==> src/design/lowq_pkg.sv <==
// Shared types and codes for the ordered wait queue block.
package lowq_pkg;

  // Input actions.
  typedef enum logic [1:0] {
    ACT_ENQUEUE = 2'd0,
    ACT_CANCEL  = 2'd1,
    ACT_ACK     = 2'd2,
    ACT_WAKE    = 2'd3
  } action_t;

  // Result outcomes.
  typedef enum logic [1:0] {
    OUT_RELEASED  = 2'd0,
    OUT_NO_WAIT   = 2'd1,
    OUT_CANCELLED = 2'd2,
    OUT_REJECTED  = 2'd3
  } outcome_t;

  typedef struct packed {
    logic [1:0]  action;
    logic [5:0]  waiter_id;
    logic        wait_mode;
    logic [63:0] wait_position;
    logic [63:0] ack_write_position;
    logic [63:0] ack_flush_position;
  } in_item_t;

  typedef struct packed {
    logic [5:0] done_id;
    logic [1:0] outcome;
    logic       last;
  } out_item_t;

  // One stored queue entry.
  typedef struct packed {
    logic [63:0] position;
    logic [5:0]  waiter;
  } entry_t;

  typedef enum logic [3:0] {
    ST_IDLE,
    ST_DISPATCH,
    ST_ACK_CHK,
    ST_INS_RD,
    ST_INS_CHK,
    ST_CAN_RD,
    ST_CAN_CHK,
    ST_CAN_FIN,
    ST_REL_RD,
    ST_REL_CHK,
    ST_FIN
  } state_t;

  // Commands from the controller to the datapath.
  typedef struct packed {
    logic     idle;
    logic     load;
    logic     set_q;
    logic     q_val;
    logic     at_init;
    logic     rd_ins;
    logic     rd_can;
    logic     rd_rel;
    logic     ins_shift;
    logic     ins_place;
    logic     can_keep;
    logic     can_step;
    logic     can_restart;
    logic     can_end;
    logic     rel_pop;
    logic     wm_set;
    logic     emit;
    outcome_t emit_code;
    logic     flush;
  } cmd_t;

  // Status from the datapath to the controller.
  typedef struct packed {
    action_t action;
    logic    id_bad;
    logic    no_wait;
    logic    full;
    logic    idx_zero;
    logic    ins_ge;
    logic    r_end;
    logic    keep;
    logic    cnt_zero;
    logic    rel_take;
    logic    ackf_zero;
    logic    grow;
    logic    found;
    logic    q;
    logic    out_free;
    logic    held_valid;
  } sts_t;

endpackage

==> src/design/lowq_ctrl.sv <==
// Sequencing state machine for the ordered wait queue block.
module lowq_ctrl (
  input  logic          clk,
  input  logic          rst,
  input  logic          in_valid,
  input  lowq_pkg::sts_t sts,
  output lowq_pkg::cmd_t cmd
);

  lowq_pkg::state_t state, state_next;

  // State register.
  always_ff @(posedge clk) begin
    if (rst) begin
      state <= lowq_pkg::ST_IDLE;
    end else begin
      state <= state_next;
    end
  end

  // Next state. Nothing advances past idle while the output register is blocked.
  always_comb begin
    state_next = state;
    if (state == lowq_pkg::ST_IDLE) begin
      if (in_valid) state_next = lowq_pkg::ST_DISPATCH;
    end else if (sts.out_free) begin
      case (state)
        lowq_pkg::ST_DISPATCH: begin
          case (sts.action)
            lowq_pkg::ACT_ENQUEUE: begin
              if (sts.id_bad || sts.no_wait || sts.full) state_next = lowq_pkg::ST_FIN;
              else state_next = lowq_pkg::ST_INS_RD;
            end
            lowq_pkg::ACT_CANCEL: state_next = lowq_pkg::ST_CAN_RD;
            lowq_pkg::ACT_ACK: begin
              state_next = sts.ackf_zero ? lowq_pkg::ST_FIN : lowq_pkg::ST_ACK_CHK;
            end
            default: state_next = lowq_pkg::ST_REL_RD;
          endcase
        end
        lowq_pkg::ST_ACK_CHK: begin
          if (sts.grow) state_next = lowq_pkg::ST_REL_RD;
          else if (sts.q) state_next = lowq_pkg::ST_FIN;
        end
        lowq_pkg::ST_INS_RD: begin
          state_next = sts.idx_zero ? lowq_pkg::ST_FIN : lowq_pkg::ST_INS_CHK;
        end
        lowq_pkg::ST_INS_CHK: begin
          state_next = sts.ins_ge ? lowq_pkg::ST_INS_RD : lowq_pkg::ST_FIN;
        end
        lowq_pkg::ST_CAN_RD: begin
          if (!sts.r_end) state_next = lowq_pkg::ST_CAN_CHK;
          else if (sts.q) state_next = lowq_pkg::ST_CAN_FIN;
        end
        lowq_pkg::ST_CAN_CHK: state_next = lowq_pkg::ST_CAN_RD;
        lowq_pkg::ST_CAN_FIN: state_next = lowq_pkg::ST_FIN;
        lowq_pkg::ST_REL_RD, lowq_pkg::ST_REL_CHK: begin
          if ((state == lowq_pkg::ST_REL_RD && !sts.cnt_zero) ||
              (state == lowq_pkg::ST_REL_CHK && sts.rel_take)) begin
            state_next = (state == lowq_pkg::ST_REL_RD) ? lowq_pkg::ST_REL_CHK
                                                        : lowq_pkg::ST_REL_RD;
          end else if (sts.q) begin
            state_next = lowq_pkg::ST_FIN;
          end else if (sts.action == lowq_pkg::ACT_ACK) begin
            state_next = lowq_pkg::ST_ACK_CHK;
          end else begin
            state_next = lowq_pkg::ST_REL_RD;
          end
        end
        lowq_pkg::ST_FIN: state_next = lowq_pkg::ST_IDLE;
        default: state_next = lowq_pkg::ST_IDLE;
      endcase
    end
  end

  // Command outputs.
  always_comb begin
    cmd = '0;
    cmd.emit_code = lowq_pkg::OUT_RELEASED;
    if (state == lowq_pkg::ST_IDLE) begin
      cmd.idle = 1'b1;
      cmd.load = in_valid;
    end else if (sts.out_free) begin
      case (state)
        lowq_pkg::ST_DISPATCH: begin
          case (sts.action)
            lowq_pkg::ACT_ENQUEUE: begin
              if (sts.id_bad) begin
                cmd.emit = 1'b1;
                cmd.emit_code = lowq_pkg::OUT_REJECTED;
              end else if (sts.no_wait) begin
                cmd.emit = 1'b1;
                cmd.emit_code = lowq_pkg::OUT_NO_WAIT;
              end else if (sts.full) begin
                cmd.emit = 1'b1;
                cmd.emit_code = lowq_pkg::OUT_REJECTED;
              end else begin
                cmd.set_q = 1'b1;
                cmd.q_val = 1'b0;
                cmd.at_init = 1'b1;
              end
            end
            lowq_pkg::ACT_CANCEL: begin
              cmd.set_q = 1'b1;
              cmd.can_restart = 1'b1;
            end
            default: cmd.set_q = 1'b1;
          endcase
        end
        lowq_pkg::ST_ACK_CHK: begin
          if (sts.grow) begin
            cmd.wm_set = 1'b1;
          end else if (!sts.q) begin
            cmd.set_q = 1'b1;
            cmd.q_val = 1'b1;
          end
        end
        lowq_pkg::ST_INS_RD: begin
          if (sts.idx_zero) cmd.ins_place = 1'b1;
          else cmd.rd_ins = 1'b1;
        end
        lowq_pkg::ST_INS_CHK: begin
          if (sts.ins_ge) cmd.ins_shift = 1'b1;
          else cmd.ins_place = 1'b1;
        end
        lowq_pkg::ST_CAN_RD: begin
          if (!sts.r_end) begin
            cmd.rd_can = 1'b1;
          end else begin
            cmd.can_end = 1'b1;
            if (!sts.q) begin
              cmd.set_q = 1'b1;
              cmd.q_val = 1'b1;
              cmd.can_restart = 1'b1;
            end
          end
        end
        lowq_pkg::ST_CAN_CHK: begin
          cmd.can_keep = sts.keep;
          cmd.can_step = 1'b1;
        end
        lowq_pkg::ST_CAN_FIN: begin
          cmd.emit = sts.found;
          cmd.emit_code = lowq_pkg::OUT_CANCELLED;
        end
        lowq_pkg::ST_REL_RD, lowq_pkg::ST_REL_CHK: begin
          if (state == lowq_pkg::ST_REL_RD && !sts.cnt_zero) begin
            cmd.rd_rel = 1'b1;
          end else if (state == lowq_pkg::ST_REL_CHK && sts.rel_take) begin
            cmd.rel_pop = 1'b1;
          end else if (!sts.q) begin
            cmd.set_q = 1'b1;
            cmd.q_val = 1'b1;
          end
        end
        lowq_pkg::ST_FIN: cmd.flush = sts.held_valid;
        default: cmd = '0;
      endcase
    end
  end

endmodule

==> config.mk <==
export PLATFORM = sky130hd
export DESIGN_NAME = lowq_ctrl
export DESIGN_NICKNAME = d
export VERILOG_FILES = /design/src/design/lowq_pkg.sv /design/src/design/lowq_ctrl.sv
export SDC_FILE = /design/constraint.sdc
export NUM_CORES = 1
export LEC_CHECK = 0
export BUFFER_PORTS_ARGS = -buffer_cell sky130_fd_sc_hd__buf_4
export CORE_ASPECT_RATIO = 1.25
export CORE_UTILIZATION = 40
export DETAILED_ROUTE_END_ITERATION = 8
export PLACE_DENSITY = 0.71
export RECOVER_POWER = 100
export SLEW_MARGIN = 30
export SYNTH_ARGS = -nofsm -noshare
export SYNTH_HDL_FRONTEND = slang
export SYNTH_SLANG_ARGS = --single-unit
export TNS_END_PERCENT = 30
==> constraint.sdc <==
create_clock -name clk -period 2.7 [get_ports clk]
set_clock_uncertainty 0.2 [all_clocks]
set_input_delay 0 -clock clk [delete_from_list [all_inputs] [get_ports clk]]
set_output_delay 0 -clock clk [all_outputs]
set_load 0.01 [all_outputs]
After elaboration in Yosys (flattened, before gate mapping)
Index checks and enable logic that the tools add are counted.
- reductions and logical operators: 11
- muxes and demuxes: 60
- equal/unequal tests: 15
- operators by type and width (cell ; count):
    $mux W4 ; 14
    $mux W18 ; 2
    $pmux W4 S8 ; 1
    $mux W1 ; 22
    $mux W3 ; 7
    $mux W2 ; 9
    $eq A4 B3 Y1 const B ; 4
    $eq A4 B4 Y1 const B ; 3
    $pmux W4 S3 ; 1
    $eq A4 B2 Y1 const B ; 2
    $ne A4 B4 Y1 const B ; 2
    $pmux W2 S4 ; 1
    $pmux W3 S2 ; 1
    $eq A4 B1 Y1 const B ; 1
    $logic_not A4 Y1 ; 1
    $pmux W1 S2 ; 2
    $reduce_and A4 Y1 ; 1
    $logic_or A1 B1 Y1 ; 3
    $eq A2 B1 Y1 const B ; 1
    $eq A2 B2 Y1 const B ; 1
    $logic_and A1 B1 Y1 ; 2
    $logic_not A2 Y1 ; 1
    $ne A2 B2 Y1 const B ; 1
    $reduce_bool A2 Y1 ; 1
    other kinds (2) ; 2
- flip-flop bits (word level): 4
- output and inout bits: 20
- logic and storage cells: 87

Logic depth before layout (Yosys ltp)
- word-level depth: 7
- gate-level depth with buffers: 7
- depth with buffers taken out: 5

Worst setup path before layout
OpenSTA, ideal clock, no wires.
- path kind: register to register
- from: register state[2]
- to: register state[2]
- slack: 0.906 ns
- stages on the path, launching flop included: 7
- path buffers: 1
- clock period less this slack: 1.794 ns
- library setup time: 0.114 ns
- arrival time: 1.480 ns
- cell sequence: dfxtp_1 > buf_6 > nor4_2 > nand2_1 > a21oi_1 > o22ai_1 > and2b_1
- cells in the longest elaborated chain, start to end: 7
- elaborated cells on any way between the ends: 23
- those cells by class: eq/ne: 12; mux: 4; reduce/logical: 7
- RTL lines (what ; line ; source):
    start, declared ; lowq_ctrl.sv:10 ; lowq_pkg::state_t state, state_next;
    start signal, assigned ; lowq_ctrl.sv:15 ; state <= lowq_pkg::ST_IDLE;
    start signal, assigned ; lowq_ctrl.sv:17 ; state <= state_next;
    $eq A4 B4 Y1 (on tied branches) ; lowq_ctrl.sv:27, lowq_ctrl.sv:58, lowq_ctrl.sv:59 ;
    $logic_and A1 B1 Y1 (on tied branches) ; lowq_ctrl.sv:58, lowq_ctrl.sv:59 ;
    $logic_or A1 B1 Y1 ; lowq_ctrl.sv:58 ; if ((state == lowq_pkg::ST_REL_RD && !sts.cnt_zero) ||
    $mux W4 ; lowq_ctrl.sv:58 ;
    $pmux W4 S8 ; lowq_ctrl.sv:27 ; case (state)
    $mux W4 ; lowq_ctrl.sv:26 ; end else if (sts.out_free) begin
    $mux W4 ; lowq_ctrl.sv:24 ; if (state == lowq_pkg::ST_IDLE) begin
Several ways; a longest one is shown, not always the timed one. The select of a mux whose other input is x is not followed.
A chain may end at the register's enable or synchronous reset.

==> flow_metrics.py <==
metrics = {
    "pwr": {
        "cell_internal_pwr_mw": 0.186,
        "comb_power_share_pct": 51.7,
        "power.switching_mw": 0.122,
        "power_density_mw_per_mm2": 304,
        "leakage_nw": 0.386,
        "clkPwrFrac_pct": 23.7,
        "swShare_pct": 39.7,
        "peakVddDrop_v": 0.000180,
        "p_seq_share_pct": 24.6,
    },
    "logic_synthesis": {
        "ys_seq_area_share_pct": 10.5,
        "synth_warnings": 0,
        "synth_area_um2": 766,
        "synth-main-ff-cell": "dfxtp_1",
        "syn-num-nets": 139,
        "synth_area_per_cell_um2": 6.43,
        "ys_types": 39,
        "synth_edf_count": 0,
        "syn_inst": 119,
        "ys_ff_latch": 4,
        "synth_async_sr_flop_share_pct": 0,
    },
    "setup_path": {
        "endpoint_kind": "primary output",
        "slowest_delay_ns": 0.70,
        "r2r_slack_ns": 0.48,
        "reg2reg_from": "state[2]",
        "crit_buf_inv": 1,
        "worst_path_most_repeated_cell": "nor4_1",
        "slowest_stage": "dfxtp_1",
        "worst_ep_required_time_ns": 2.50,
        "crit_type": "reg -> out",
        "cp_cell_sequence": "nor4_1, nand2b_1, nor4_1, o21bai_1, clkbuf_1",
        "critPathTopFamily": "simple AND/OR/NAND/NOR gates",
        "timing.rr.end": "state[3]",
        "ff2ff_path_depth": 5,
        "cp.arrival_ns": 2.11,
        "worstSetupStartpointType": "flop",
        "crit_fanout": 18,
    },
    "clock_network": {
        "clk_pin_slew_ns": 0.04,
        "htreeDepth": 1,
        "postCtsSetupBuffers": 0,
        "root_buffer": "clkbuf_4",
        "cts_buffers": 3,
        "clk_latency_ns": 0.24,
        "cts_tree": "yes",
        "cts_buffer_depth": 2,
        "cts_resized": 0,
        "cts_sinks": 4,
    },
    "sta": {
        "setup_viol": 0,
        "final_hold_viol_count": 0,
        "clock.fmax_ghz": 0.433,
        "drv_slew": 0,
        "fin_crit_ns": 2.31,
        "tightest_slew_ns": 0.616,
        "fin_crit_sh_pct": 85.6,
        "relSlewSlack_pct": 58.9,
        "final.setup.tns_ns": 0,
        "rsz0062_at_grt": "false",
    },
    "global_route": {
        "grt_overflow": 0,
        "grtUsageTotal_pct": 25.5,
        "grt_pass1_wl_mm": 3.87,
        "grt_start_max_net_pins": 19,
        "antenna_found_initial": 0,
        "grt_pass1_vias": 950,
    },
    "route": {
        "drc": 0,
        "wirelength_mm": 2.35,
        "ant_nets": 0,
        "vias": 1021,
        "post_drt_wl_per_cell_um": 13.5,
        "drt_iter0_markers": 39,
        "viasPerCell": 5.87,
        "first_pass_iters": 4,
    },
    "placed_design": {
        "gp_congestion": 0.826,
        "dp_hpwl_mm": 1.82,
        "dp_cells": 170,
        "port_buffers": 39,
    },
    "hold_path": {
        "hold_class": "in -> reg",
        "min_from": "sts[15]",
        "whs_path_depth": 4,
        "min_to": "state[2]",
    },
    "floorplan": {
        "dieHeight_um": 50.9,
        "fp.dieW_um": 41.1,
        "start_util_pct": 42.9,
        "rows": 17,
        "io-pin-count": 40,
        "die_area_mm2": 0.00209,
        "fp.coreArea_mm2": 0.00179,
    },
    "run": {
        "maxCapViolations": 0,
    },
    "finish": {
        "nets": 177,
        "largest_reg_flops": 4,
        "final_cells": 174,
        "drive_above_1_share_pct": 20.0,
        "top_register": "state",
        "top_regs": "state x4",
        "area_growth_pct": 32.4,
        "antenna_cells": 0,
    },
    "outcome": {
        "status": "finished, final reports clean",
    },
}
==> tightest hold or removal path: cells and delay by family <==
| family | cells | cell delay (ns) |
|---|---|---|
| compound gates | 2 | 0.17 |
| simple gates | 1 | 0.13 |
| buf+inv | 1 | 0.14 |
==> power by group through the flow <==
stage | logic [mW] | registers (mW) | clock network (mW)
3_5_place_dp | 0.165 | 0.0765 | 0
4_1_cts | 0.166 | 0.0755 | 0.0744
2_1_floorplan | 0.112 | 0.0685 | 0
5_1_grt | 0.177 | 0.0762 | 0.0816
3_3_place_gp | 0.164 | 0.0763 | 0
6_report | 0.159 | 0.0757 | 0.0731
==> layout by cell type (no fill, tap or decap), types with 3 or more instances in the layout <==
cell / n
a21oi_1: 11
nor4_1: 4
nor2b_1: 7
nand2_1: 9
nand3_1: 3
and3_1: 4
clkbuf_1: 16
dfxtp_1: 4
inv_1: 5
o21ai_0: 5
buf_4: 26
nand2b_1: 6
nor3_1: 8
clkbuf_4: 3
nor2_1: 13
==> kinds of logic after synthesis <==
logic type,Yosys count,share of synthesized area [%]
and+or+nand+nor,64,48.5
DFF,4,10.5
AOI/OAI and AO/OA,35,29.9
buffers and inverters,15,9.64
muxes,1,1.47
==> layer usage <==
metal  vias to the layer above  global-route usage, %  share of wire [%]
li1                        510                      -                  -
met1                       461                   31.6                 44
met2                        48                   43.5                 49
met3                         2                   4.35                5.9
met4                         0                   6.45                1.1
met5                         -                      0                  0
==> repair_timing <==
action	4_1_cts	5_1_grt
endpoints found under the hold margin	4	0
setup endpoints to repair	0	0
hold buffers	1	0
==> metrics by stage <==
| step | setup slack [ns] | cell area, um^2 | hold slack [ns] | total power, mW | utilization [%] |
|---|---|---|---|---|---|
| floorplan | 0.906 | 766 | -0.150 | 0.181 | - |
| global placement | 0.632 | 1050 | 0.0135 | 0.240 | 58.8 |
| detailed placement | 0.557 | 1050 | 0.0194 | 0.241 | 58.8 |
| CTS | 0.446 | 1080 | 0.0245 | 0.316 | 60.6 |
| global route | 0.220 | 1010 | 0.0706 | 0.335 | 56.7 |
| finish | 0.389 | 1010 | 0.0318 | 0.308 | 56.7 |
==> synth_stat cells, types with 2 or more instances <==
library cell,number,share of area [%]
nor2_1,13,6.4
a21oi_1,11,7.2
nand2_1,9,4.4
nor3_1,8,5.2
nor2b_1,7,5.7
nand2b_1,6,4.9
buf_2,5,3.3
inv_1,5,2.5
o21ai_0,5,3.3
and3_1,4,3.3
dfxtp_1,4,10
clkbuf_1,3,1.5
nand3_1,3,2.0
nor4_1,3,2.5
a31oi_1,2,1.6
a32oi_1,2,2.3
and2b_1,2,2.0
nor3b_1,2,2.0
o211ai_1,2,2.0
o22ai_1,2,1.6
o31ai_1,2,2.0
o32ai_1,2,2.3
==> worst max path at each step <==
| stage | endpoint | from | depth (start not counted) |
|---|---|---|---|
| final | cmd[3] | state[2] | 5 |
| after global routing | cmd[17] | state[1] | 6 |
| after CTS | cmd[3] | state[2] | 5 |
| after detailed placement | state[3] | state[2] | 5 |
| after global placement | state[3] | state[2] | 5 |
| after floorplan | state[2] | state[2] | 6 |
==> final cells by class <==
class                      instances  area [um^2]
fill                             194          773
timing repair buffer              43          265
sequential                         4         80.1
tap                               19         23.8
multi-input combinational        100          603
inverter                           5         18.8
clock buffer                       3         22.5
Power figures use the tool's default switching activity.
